--- config.mk ---
export PLATFORM = sky130hd
export DESIGN_NAME = modular_exponentiation_unit
export DESIGN_NICKNAME = d
export VERILOG_FILES = /design/src/rtl/modexp_pkg.sv /design/src/rtl/modexp_mulmod.sv /design/src/rtl/modular_exponentiation_unit.sv
export SDC_FILE = /design/constraint.sdc
export NUM_CORES = 1
export LEC_CHECK = 0
export BUFFER_PORTS_ARGS = -buffer_cell sky130_fd_sc_hd__buf_2
export CORE_MARGIN = 2
export CORE_UTILIZATION = 25
export DETAILED_ROUTE_END_ITERATION = 8
export PLACE_DENSITY_LB_ADDON = 0.05
export SKIP_CTS_REPAIR_TIMING = 1
export SLEW_MARGIN = 20
export SYNTH_ARGS = -nofsm -noshare
export SYNTH_HDL_FRONTEND = slang
export SYNTH_HIERARCHICAL = 1
export SYNTH_SLANG_ARGS = --single-unit
export TNS_END_PERCENT = 30
--- constraint.sdc ---
create_clock -name i_clk -period 10.8 [get_ports i_clk]
set_clock_uncertainty 0.1 [all_clocks]
set_input_delay 1.62 -clock i_clk [delete_from_list [all_inputs] [get_ports i_clk]]
set_output_delay 1.62 -clock i_clk [all_outputs]
set_load 0.01 [all_outputs]
--- src/rtl/modexp_pkg.sv ---
// ----------------------------------------------------------------------------
// modexp_pkg
// Shared constants for the modular exponentiation unit: default operand
// width and the configuration register map.
// ----------------------------------------------------------------------------
`default_nettype none

package modexp_pkg;

    // Default width of message, exponent, modulus and result
    localparam int OPERAND_WIDTH_DEF = 31;

    // Configuration register index port width
    localparam int CFG_INDEX_WIDTH = 2;

    // Configuration register map
    localparam logic [CFG_INDEX_WIDTH-1:0] CFG_EXPONENT = 2'd0;
    localparam logic [CFG_INDEX_WIDTH-1:0] CFG_MODULUS  = 2'd1;

endpackage : modexp_pkg

`default_nettype wire

--- src/rtl/modexp_mulmod.sv ---
// ----------------------------------------------------------------------------
// modexp_mulmod
// Bit-serial modular multiplier: result = (a * b) mod m, with a, m latched
// at start and b shifted in MSB first, one bit per cycle. Requires a < m or
// a == 1. Busy while the bits of b are shifted in after the start cycle; done
// pulses for one cycle right after that.
// ----------------------------------------------------------------------------
`default_nettype none

module modexp_mulmod #(
    parameter int OPERAND_WIDTH = modexp_pkg::OPERAND_WIDTH_DEF
) (
    input  wire logic                     i_clk,
    input  wire logic                     i_rst_n,
    input  wire logic                     i_start,
    input  wire logic [OPERAND_WIDTH-1:0] i_a,
    input  wire logic [OPERAND_WIDTH-1:0] i_b,
    input  wire logic [OPERAND_WIDTH-1:0] i_m,
    output logic                          o_done,
    output logic [OPERAND_WIDTH-1:0]      o_result
);

    localparam int W  = OPERAND_WIDTH;
    localparam int CW = $clog2(W + 1);

    logic          r_busy, n_busy;
    logic          r_done, n_done;
    logic [CW-1:0] r_cnt,  n_cnt;
    logic [W-1:0]  r_a,    n_a;
    logic [W-1:0]  r_bits, n_bits;
    logic [W-1:0]  r_m,    n_m;
    logic [W-1:0]  r_acc,  n_acc;

    logic [W+2:0]  step_sum, step_d1, step_d2;
    logic [W-1:0]  acc_step;

    // One digit: acc = (2*acc + bit*a) mod m, sum below 3m so two trial subtracts
    always_comb begin
        step_sum = {2'b00, r_acc, 1'b0} + (r_bits[W-1] ? {3'b000, r_a} : '0);
        step_d1  = step_sum - {3'b000, r_m};
        step_d2  = step_sum - {2'b00, r_m, 1'b0};
        if (!step_d2[W+2]) begin
            acc_step = step_d2[W-1:0];
        end else if (!step_d1[W+2]) begin
            acc_step = step_d1[W-1:0];
        end else begin
            acc_step = step_sum[W-1:0];
        end
    end

    // Sequencing of the W digits
    always_comb begin
        n_busy = r_busy;
        n_done = 1'b0;
        n_cnt  = r_cnt;
        n_a    = r_a;
        n_bits = r_bits;
        n_m    = r_m;
        n_acc  = r_acc;
        if (i_start) begin
            n_busy = 1'b1;
            n_cnt  = CW'(W);
            n_a    = i_a;
            n_bits = i_b;
            n_m    = i_m;
            n_acc  = '0;
        end else if (r_busy) begin
            n_acc  = acc_step;
            n_bits = {r_bits[W-2:0], 1'b0};
            n_cnt  = r_cnt - CW'(1);
            if (r_cnt == CW'(1)) begin
                n_busy = 1'b0;
                n_done = 1'b1;
            end
        end
    end

    always_ff @(posedge i_clk) begin
        if (!i_rst_n) begin
            r_busy <= 1'b0;
            r_done <= 1'b0;
            r_cnt  <= '0;
        end else begin
            r_busy <= n_busy;
            r_done <= n_done;
            r_cnt  <= n_cnt;
        end
    end

    always_ff @(posedge i_clk) begin
        r_a    <= n_a;
        r_bits <= n_bits;
        r_m    <= n_m;
        r_acc  <= n_acc;
    end

    assign o_done   = r_done;
    assign o_result = r_acc;

    // Checks
    a_no_restart : assert property (@(posedge i_clk) disable iff (!i_rst_n)
        r_busy |-> !i_start)
        else $error("multiplier restarted while busy");

    a_acc_reduced : assert property (@(posedge i_clk) disable iff (!i_rst_n)
        (r_busy || r_done) |-> (r_acc < r_m))
        else $error("accumulator not reduced");

    a_done_after_busy : assert property (@(posedge i_clk) disable iff (!i_rst_n)
        r_done |-> $past(r_busy))
        else $error("done without a running product");

endmodule : modexp_mulmod

`default_nettype wire

--- src/rtl/modular_exponentiation_unit.sv ---
// ----------------------------------------------------------------------------
// modular_exponentiation_unit
// Computes message^exponent mod modulus by right-to-left square-and-multiply
// on one bit-serial modular multiplier.
// ----------------------------------------------------------------------------
// One item at a time. Every modular product runs on the bit-serial multiplier
// at one bit per cycle (W = OPERAND_WIDTH). For an exponent of bit length k+1
// with p one bits, one product reduces the message, k products square and p
// multiply, and each exponent bit passes through the STEP and SHIFT states.
// The unit is ready again once the result is loaded into the output register.
// Exponent zero gives 1 mod modulus after the reduction product, and a
// modulus of zero returns 0 without running the multiplier. A finished
// result waits in an output register, so the next message is taken while
// it is still unread; a second finished result holds the input off until
// the first one is read. The user must write exponent and modulus through
// the config port only while idle; the unit itself does not enforce this.
// ----------------------------------------------------------------------------
`default_nettype none

module modular_exponentiation_unit #(
    parameter int OPERAND_WIDTH = modexp_pkg::OPERAND_WIDTH_DEF
) (
    input  wire logic                                  i_clk,
    input  wire logic                                  i_rst_n,
    // config write
    input  wire logic                                  i_cfg_valid,
    output logic                                       o_cfg_ready,
    input  wire logic [modexp_pkg::CFG_INDEX_WIDTH-1:0] i_cfg_index,
    input  wire logic [OPERAND_WIDTH-1:0]              i_cfg_data,
    // message in
    input  wire logic                                  i_in_valid,
    output logic                                       o_in_ready,
    input  wire logic [OPERAND_WIDTH-1:0]              i_message_value,
    // result out
    output logic                                       o_out_valid,
    input  wire logic                                  i_out_ready,
    output logic [OPERAND_WIDTH-1:0]                   o_power_result
);

    localparam int W = OPERAND_WIDTH;

    typedef enum logic [6:0] {
        S_IDLE   = 7'b0000001,
        S_REDUCE = 7'b0000010,
        S_STEP   = 7'b0000100,
        S_MULR   = 7'b0001000,
        S_SHIFT  = 7'b0010000,
        S_SQR    = 7'b0100000,
        S_DONE   = 7'b1000000
    } t_state;

    t_state       r_state, n_state;
    logic [W-1:0] r_exponent, n_exponent;
    logic [W-1:0] r_modulus,  n_modulus;
    logic [W-1:0] r_e,        n_e;
    logic [W-1:0] r_r,        n_r;
    logic [W-1:0] r_b,        n_b;
    logic         r_out_valid, n_out_valid;
    logic [W-1:0] r_out_data,  n_out_data;

    logic         in_beat;
    logic         out_load;
    logic         mul_start;
    logic [W-1:0] mul_a, mul_bits;
    logic         mul_done;
    logic [W-1:0] mul_result;

    assign o_cfg_ready = 1'b1;
    assign o_in_ready  = (r_state == S_IDLE);
    assign in_beat     = i_in_valid && o_in_ready;
    assign out_load    = (r_state == S_DONE) && (!r_out_valid || i_out_ready);

    // Config registers
    always_comb begin
        n_exponent = r_exponent;
        n_modulus  = r_modulus;
        if (i_cfg_valid) begin
            if (i_cfg_index == modexp_pkg::CFG_EXPONENT) begin
                n_exponent = i_cfg_data;
            end else if (i_cfg_index == modexp_pkg::CFG_MODULUS) begin
                n_modulus = i_cfg_data;
            end
        end
    end

    // Multiplier operands: message reduction, r*b, or b*b
    always_comb begin
        unique case (r_state)
            S_IDLE: begin
                mul_a    = W'(1);
                mul_bits = i_message_value;
            end
            S_STEP: begin
                mul_a    = r_r;
                mul_bits = r_b;
            end
            default: begin
                mul_a    = r_b;
                mul_bits = r_b;
            end
        endcase
    end

    // Square-and-multiply sequencer
    always_comb begin
        n_state   = r_state;
        n_e       = r_e;
        n_r       = r_r;
        n_b       = r_b;
        mul_start = 1'b0;
        unique case (r_state)
            S_IDLE: begin
                if (in_beat) begin
                    n_e = r_exponent;
                    if (r_modulus == '0) begin
                        n_r     = '0;
                        n_state = S_DONE;
                    end else begin
                        mul_start = 1'b1;
                        n_state   = S_REDUCE;
                    end
                end
            end
            S_REDUCE: begin
                if (mul_done) begin
                    n_b     = mul_result;
                    n_r     = (r_modulus == W'(1)) ? '0 : W'(1);
                    n_state = S_STEP;
                end
            end
            S_STEP: begin
                if (r_e == '0) begin
                    n_state = S_DONE;
                end else if (r_e[0]) begin
                    mul_start = 1'b1;
                    n_state   = S_MULR;
                end else begin
                    n_state = S_SHIFT;
                end
            end
            S_MULR: begin
                if (mul_done) begin
                    n_r     = mul_result;
                    n_state = S_SHIFT;
                end
            end
            S_SHIFT: begin
                n_e = {1'b0, r_e[W-1:1]};
                if (r_e[W-1:1] != '0) begin
                    mul_start = 1'b1;
                    n_state   = S_SQR;
                end else begin
                    n_state = S_DONE;
                end
            end
            S_SQR: begin
                if (mul_done) begin
                    n_b     = mul_result;
                    n_state = S_STEP;
                end
            end
            S_DONE: begin
                if (out_load) begin
                    n_state = S_IDLE;
                end
            end
            default: begin
                n_state = S_IDLE;
            end
        endcase
    end

    // Output register
    always_comb begin
        n_out_valid = r_out_valid;
        n_out_data  = r_out_data;
        if (out_load) begin
            n_out_valid = 1'b1;
            n_out_data  = r_r;
        end else if (i_out_ready) begin
            n_out_valid = 1'b0;
        end
    end

    always_ff @(posedge i_clk) begin
        if (!i_rst_n) begin
            r_state     <= S_IDLE;
            r_exponent  <= W'(1);
            r_modulus   <= W'(1);
            r_out_valid <= 1'b0;
        end else begin
            r_state     <= n_state;
            r_exponent  <= n_exponent;
            r_modulus   <= n_modulus;
            r_out_valid <= n_out_valid;
        end
    end

    always_ff @(posedge i_clk) begin
        r_e        <= n_e;
        r_r        <= n_r;
        r_b        <= n_b;
        r_out_data <= n_out_data;
    end

    modexp_mulmod #(
        .OPERAND_WIDTH(OPERAND_WIDTH)
    ) u_mulmod (
        .i_clk    (i_clk),
        .i_rst_n  (i_rst_n),
        .i_start  (mul_start),
        .i_a      (mul_a),
        .i_b      (mul_bits),
        .i_m      (r_modulus),
        .o_done   (mul_done),
        .o_result (mul_result)
    );

    assign o_out_valid    = r_out_valid;
    assign o_power_result = r_out_data;

    // Checks
    a_done_in_mul_state : assert property (@(posedge i_clk) disable iff (!i_rst_n)
        mul_done |-> (r_state == S_REDUCE || r_state == S_MULR || r_state == S_SQR))
        else $error("product finished outside a multiply state");

    a_operands_reduced : assert property (@(posedge i_clk) disable iff (!i_rst_n)
        (r_state == S_STEP) |-> (r_b < r_modulus && r_r < r_modulus))
        else $error("working values not reduced");

    a_result_in_range : assert property (@(posedge i_clk) disable iff (!i_rst_n)
        out_load |-> ((r_modulus == '0) ? (r_r == '0) : (r_r < r_modulus)))
        else $error("result out of range");

endmodule : modular_exponentiation_unit

`default_nettype wire
==> results.md, run 1 <==
- Type of element launching the critical path: flop
- # clock sinks: 325
- Setup ws final: 4.23 ns
- Max Transition Viols Final: 0
- Vias/cell: 4.78
- FFs w/ async S/R, synth: 0%
- Final Setup Violations: 0
- CP Capture Type: flop
- Largest net degree at the start of global routing: 72
- Reg2reg setup slack: 4.23 ns
- Starting Density: 25.3%
- Most frequent cells after synthesis: nand2_1, edfxtp_1, dfxtp_1
- Post-synthesis cell count: 1,801
- Initial antenna violation count: 0
- Non-Filler Instances: 2,872
- R2R depth: 20
- Pre-antenna DRT Iters: 5
- WHS Endpoint: o_power_result[22]$_DFFE_PP_
- Placed cells: 2,791
- Die area: 74,800 um2
- Most common cell in the synthesized netlist: nand2_1
- Row count: 98
- Yosys warns: 6
- Gpl congestion: 0.885
- Crit path DAT: 6.97 ns
- Hold Path Class: flop to flop
- TritonCTS clock tree: done
- Synthesized flop and latch total: 325
- Post-synth EDFFs: 217
- Cts bufs inserted: 42
- Highest net fanout along the worst path: 31
- Post-synth top flop: edfxtp_1
- Status: completed
- Slowest-stage cell, CP: nand3_1
- Total Nets Final: 2,052
- DR iter-0 viols: 781
- Fin util: 29.3%
- Worst-Margin Slew: 1.05 ns
- Via Count: 13.7k
- Die Height: 274 um
- Minimum clock period: 6.57 ns
- Synth top area share: 35.9%
- Min-delay src: r_r[22]$_DFFE_PP_
- Pre-CTS WS: 4.32 ns
- Worst Setup Path Type: flop to flop
- Area leader, netlist: edfxtp_1
- Slew headroom: 29.9%
- Syn Area/Cell: 10.1 um2
- Post-DR wirelength/cell: 20.4 um
- H-tree Lvls: 2
- Fin crit share: 60.9%
- Final Hold Vio Count: 0
- # DRC: 0
- Leak: 8.20 nW
- IO buf count: 101
- Overall power: 7.32 mW
- Area contributors post-synth: edfxtp_1, dfxtp_1, ha_1, nand2_1, mux2_2
- Peak VDD IR: 173 uV
- Pwr/cell area: 348 nW/um2
- Grt ovf: 0
- Chain of cells forming the critical path: buf_4 -> and2_1 -> ha_1 -> a211oi_1 -> o21ai_0 -> a21oi_1 -> o21bai_1 -> and4_1 -> a2111oi_0 -> xnor2_1 -> ha_1 -> a21oi_1 -> o21ai_0 -> a221oi_1 -> nand2_1 -> a311oi_1 -> o31a_1 -> nand3_1 -> nor2_1 -> a221o_1
- Max-Cap Viols: 0
- Distinct cells, synth: 92
- Clock Latency Late Sink: 0.58 ns
- GRT Resource Usage Total: 15.5%
- Hold_ws: 0.346 ns
- Clock-pin slew on the worst setup and hold paths: 0.06 ns
- RSZ-0062 raised after global routing: no
- Req. time, crit path: 11.20 ns
- Synthesis-to-layout area growth: 15.8%
- Worst path max stage delay: 0.78 ns
- Final wirelength: 58.5 mm
- Cell Area, Synth: 18,200 um2
- FMAX: 0.152 GHz
- Final ANT Viol Nets: 0
- Clock Tree Buf Depth: 3
- Vias in the first global route: 13.8k
- Share of cells above drive strength 1: 14.5%
- DIE WIDTH: 274 um
- Register area share after synthesis: 47.8%
- Io pins: 103
- Placed inst area: 19,700 um2
- Final Cell Area: 21,000 um2
- R2R Path Start: u_mulmod/r_bits[30]$_DFFE_PP_
- First-pass GRT wire length: 88.4 mm
- Root buf cell: clkbuf_16
- Core area: 71,700 um2
- Syn_nets: 1,967
- Final HPWL DP: 43.5 mm
- Worst hold stages: 0
- Worst r2r dst: u_mulmod/o_result[22]$_SDFFE_PP0P_
- Setup TNS: 0 ns
==> power breakdown <==
| part | switching [mW] | leakage [nW] | internal [mW] | total, mW |
|---|---|---|---|---|
| registers | 0.155 | 3.00 | 1.64 | 1.79 |
| clock network | 0.583 | 0.648 | 0.799 | 1.38 |
| logic | 2.59 | 4.55 | 1.55 | 4.14 |
| total | 3.33 | 8.20 | 3.99 | 7.32 |
==> sequential cells by signal (all words and copies together) (netlist names) <==
signal,flops
o_power_result,31
r_b,31
r_e,31
r_exponent,31
r_modulus,31
r_r,31
u_mulmod/o_result,31
u_mulmod/r_a,31
u_mulmod/r_bits,31
u_mulmod/r_m,31
r_state,7
u_mulmod/r_cnt,5
o_out_valid,1
u_mulmod/o_done,1
u_mulmod/r_busy,1
==> kinds of logic after synthesis <==
group	Yosys count	share of synthesized area, %
muxes	88	5.28
other	1	0.0206
AOI/OAI and AO/OA	422	16.1
xor gates and xnor gates	72	3.47
DFF	325	47.8
buffers and inverters	152	3.51
adders and majority gates	97	6.81
and+or+nand+nor	644	17.0
==> cell type report <==
cell class | instances | area, um2
well taps | 950 | 1190
multi-input cells | 1324 | 8890
fillers | 7525 | 50700
clock buffers | 55 | 1100
repair buffers | 122 | 676
diodes | 2 | 5.00
clock inverters | 23 | 235
inverters | 71 | 267
flip-flops and latches | 325 | 8680
==> worst max-delay path: cells and delay by family, from the launching register on <==
kind / cells / cell delay, ns
XOR/XNOR: 1 / 0.32
flip-flops: 1 / 0.36
buffers and inverters: 1 / 0.22
AND/OR/NAND/NOR: 5 / 1.81
adder cells (fa/ha/maj): 2 / 0.75
AO/OA/AOI/OAI: 11 / 2.93
==> worst max-delay path by stage <==
stage	from	cells past startpoint	slack [ns]	to
after floorplan	i_in_valid	5	4.44	u_mulmod/r_bits[0]$_SDFFCE_PN0P_
after global placement	u_mulmod/r_bits[30]$_DFFE_PP_	20	4.43	u_mulmod/o_result[28]$_SDFFE_PP0P_
after detailed placement	u_mulmod/r_bits[30]$_DFFE_PP_	20	4.32	u_mulmod/o_result[22]$_SDFFE_PP0P_
after CTS	u_mulmod/r_bits[30]$_DFFE_PP_	20	4.28	u_mulmod/o_result[22]$_SDFFE_PP0P_
after global routing	u_mulmod/r_bits[30]$_DFFE_PP_	20	3.74	u_mulmod/o_result[30]$_SDFFE_PP0P_
final	u_mulmod/r_bits[30]$_DFFE_PP_	20	4.23	u_mulmod/o_result[22]$_SDFFE_PP0P_
==> cells in the final DEF (no fill, tap or decap), types with 15 or more instances in the layout <==
cell type and instances:
a21boi_0 65, a21o_1 23, a21oi_1 103, a22o_1 30
a31oi_1 16, and2_1 69, buf_2 101, buf_4 20
clkbuf_16 42, dfxtp_1 108, edfxtp_1 217, ha_1 94
inv_1 69, mux2_2 62, mux2i_1 26, nand2_1 308
nand3_1 35, nor2_1 86, nor2b_1 15, nor3_1 18
nor4_1 24, o21ai_0 56, o221ai_1 15, xnor2_1 51
xor2_1 21
==> layer usage <==
| layer | global-route usage [%] | wire length, um |
|---|---|---|
| met1 | 22.6 | 29500 |
| met4 | 4.04 | 1330 |
| met5 | 0 | 0 |
| met3 | 1.88 | 1940 |
| met2 | 24.0 | 25800 |
Power figures use the tool's default switching activity.
==> run 2: changes to the inputs <==
Clock period 10.8 ns to 6.9 ns, I/O delays scaled along.
==> run 2 against run 1 <==
Net effect: power is 56% higher; non-clock buffer count is 4 higher; count of clock-buffer cells in the layout is 5 higher; worst hold slack better by 0.0012 ns; critical path type unchanged; largest cell class unchanged; largest power group unchanged.
==> results.md, run 2 (synthesis results as in run 1) <==
- Worst Setup Path Type: flop to flop (unchanged)
- Die Height: 274 um (unchanged)
- Final Setup Violations: 0 (unchanged)
- Pre-antenna DRT Iters: 5 (unchanged)
- Setup TNS: 0 ns (unchanged)
- Pwr/cell area: 543 nW/um2 (was 348 nW/um2)
- Total Nets Final: 2,057 (was 2,052)
- CP Capture Type: flop (unchanged)
- Placed cells: 2,796 (was 2,791)
- TritonCTS clock tree: done (unchanged)
- Vias/cell: 4.80 (was 4.78)
- # clock sinks: 325 (unchanged)
- Worst hold stages: 0 (unchanged)
- R2R depth: 19 (was 20)
- DIE WIDTH: 274 um (unchanged)
- Combinational share of power: 56.7% (was 56.6%)
- Hold Path Class: flop to flop (unchanged)
- Non-Filler Instances: 2,873 (was 2,872)
- Placed inst area: 19,700 um2 (about the same)
- Clk network pwr share: 18.7% (was 18.9%)
- Peak VDD IR: 224 uV (was 173 uV)
- Final wirelength: 57.7 mm (was 58.5 mm)
- Slew headroom: 28.5% (was 29.9%)
- Final Hold Vio Count: 0 (unchanged)
- Final ANT Viol Nets: 0 (unchanged)
- Max Transition Viols Final: 0 (unchanged)
- WHS Endpoint: o_power_result[19]$_DFFE_PP_ (was o_power_result[22]$_DFFE_PP_)
- Die area: 74,800 um2 (unchanged)
- Setup ws final: 0.716 ns (was 4.23 ns)
- Fin crit share: 89.6% (was 60.9%)
- # diodes: 0 (was 2)
- IO buf count: 101 (unchanged)
- Max-Cap Viols: 0 (unchanged)
- Internal: 6.30 mW (was 3.99 mW)
- Cts bufs inserted: 43 (was 42)
- Final HPWL DP: 43.2 mm (was 43.5 mm)
- Crit path DAT: 6.56 ns (was 6.97 ns)
- Sequential power share: 24.6% (was 24.5%)
- DR iter-0 viols: 859 (was 781)
- Vias in the first global route: 13.9k (was 13.8k)
- Min-delay src: r_r[19]$_DFFE_PP_ (was r_r[22]$_DFFE_PP_)
- Core area: 71,700 um2 (unchanged)
- Switch share: 44.9% (was 45.5%)
- FMAX: 0.162 GHz (was 0.152 GHz)
- Highest net fanout along the worst path: 13 (was 31)
- GRT Resource Usage Total: 15.3% (was 15.5%)
- Crit path from: u_mulmod/r_bits[30]$_DFFE_PP_ (unchanged)
- Switch Pwr: 5.13 mW (was 3.33 mW)
- Fin util: 29.4% (was 29.3%)
- Via Count: 13.8k (was 13.7k)
- Gpl congestion: 0.872 (was 0.885)
- Row count: 98 (unchanged)
- Hold_ws: 0.347 ns (was 0.346 ns)
- Status: completed (unchanged)
- Highest-count cells in the layout ignoring fill and taps: nand2_1, edfxtp_1, dfxtp_1, a21oi_1, buf_2 (unchanged)
- Synthesis-to-layout area growth: 15.9% (was 15.8%)
- Largest net degree at the start of global routing: 94 (was 72)
- # DRC: 0 (unchanged)
- Post-DR wirelength/cell: 20.1 um (was 20.4 um)
- Share of cells above drive strength 1: 14.5% (about the same)
- Grt ovf: 0 (unchanged)
- Root buf cell: clkbuf_16 (unchanged)
- Io pins: 103 (unchanged)
- Leak: 8.21 nW (was 8.20 nW)
- Req. time, crit path: 7.27 ns (was 11.20 ns)
- R2R Path Start: u_mulmod/r_bits[30]$_DFFE_PP_ (unchanged)
- Worst-Margin Slew: 1.07 ns (was 1.05 ns)
- Overall power: 11.4 mW (was 7.32 mW)
- Most common cell after layout, fill and taps aside: nand2_1 (unchanged)
- Clock Tree Buf Depth: 3 (unchanged)
- Clock Latency Late Sink: 0.57 ns (was 0.58 ns)
- Final Cell Area: 21,100 um2 (was 21,000 um2)
- First-pass GRT wire length: 87.7 mm (was 88.4 mm)
- Initial antenna violation count: 0 (unchanged)
- Clock-pin slew on the worst setup and hold paths: 0.06 ns (about the same)
- Starting Density: 25.3% (unchanged)
- Reg2reg setup slack: 0.72 ns (was 4.23 ns)
- Pre-CTS WS: 0.810 ns (was 4.32 ns)
- Type of element launching the critical path: flop (unchanged)
- H-tree Lvls: 2 (unchanged)
- Minimum clock period: 6.18 ns (was 6.57 ns)
- RSZ-0062 raised after global routing: no (unchanged)
- Worst r2r dst: u_mulmod/o_result[0]$_SDFFE_PP0P_ (was u_mulmod/o_result[22]$_SDFFE_PP0P_)
[run 2: worst max-delay path: stages (launching register included)]
cell and delay (ns):
edfxtp_1 0.47, and2_1 0.19, ha_1 0.33, a211oi_1 0.50, o21ai_0 0.19, a21oi_1 0.25
o21bai_1 0.10, and4_1 0.20, a2111oi_0 0.43, xnor2_1 0.33, ha_1 0.41, a21oi_1 0.17
o21ai_0 0.16, a221oi_1 0.36, nand2_1 0.20, a311oi_1 0.25, o31a_1 0.30, nand2_1 0.40
or4_1 0.62, o311ai_1 0.09
[run 2: layout make-up]
type / count / area (um2)
Clock buffer: 60 / 1170
Clock inverter: 17 / 143
Fill cell: 7583 / 50700
Inverter: 71 / 267
Multi-Input combinational cell: 1324 / 8890
Sequential cell: 325 / 8680
Tap cell: 950 / 1190
Timing Repair Buffer: 126 / 718
[run 2: power by group through the flow]
stage	Clock, mW	Combinational [mW]	Sequential, mW
3_3_place_gp	0	6.48	2.86
5_1_grt	2.29	7.17	2.86
4_1_cts	2.23	6.50	2.82
6_report	2.14	6.48	2.81
3_5_place_dp	0	6.46	2.85
2_1_floorplan	0	4.68	2.70
[run 2: how the worst max path moves through the flow]
stage	end	slack [ns]	depth (start not counted)
after detailed placement	u_mulmod/o_result[0]$_SDFFE_PP0P_	0.81	19
after CTS	u_mulmod/o_result[0]$_SDFFE_PP0P_	0.77	19
after global placement	u_mulmod/o_result[0]$_SDFFE_PP0P_	0.90	19
after floorplan	u_mulmod/r_bits[0]$_SDFFCE_PN0P_	1.01	9
after global routing	u_mulmod/o_result[4]$_SDFFE_PP0P_	0.02	19
final	u_mulmod/o_result[0]$_SDFFE_PP0P_	0.72	19
[run 2: routing by layer]
| layer | wire length [um] | vias up | GRT usage (%) |
|---|---|---|---|
| met5 | 0 | - | 0 |
| met4 | 1330 | 0 | 4.08 |
| met3 | 2060 | 71 | 2.06 |
| met2 | 25800 | 264 | 24.1 |
| met1 | 28500 | 6683 | 22.0 |
| li1 | - | 6761 | - |
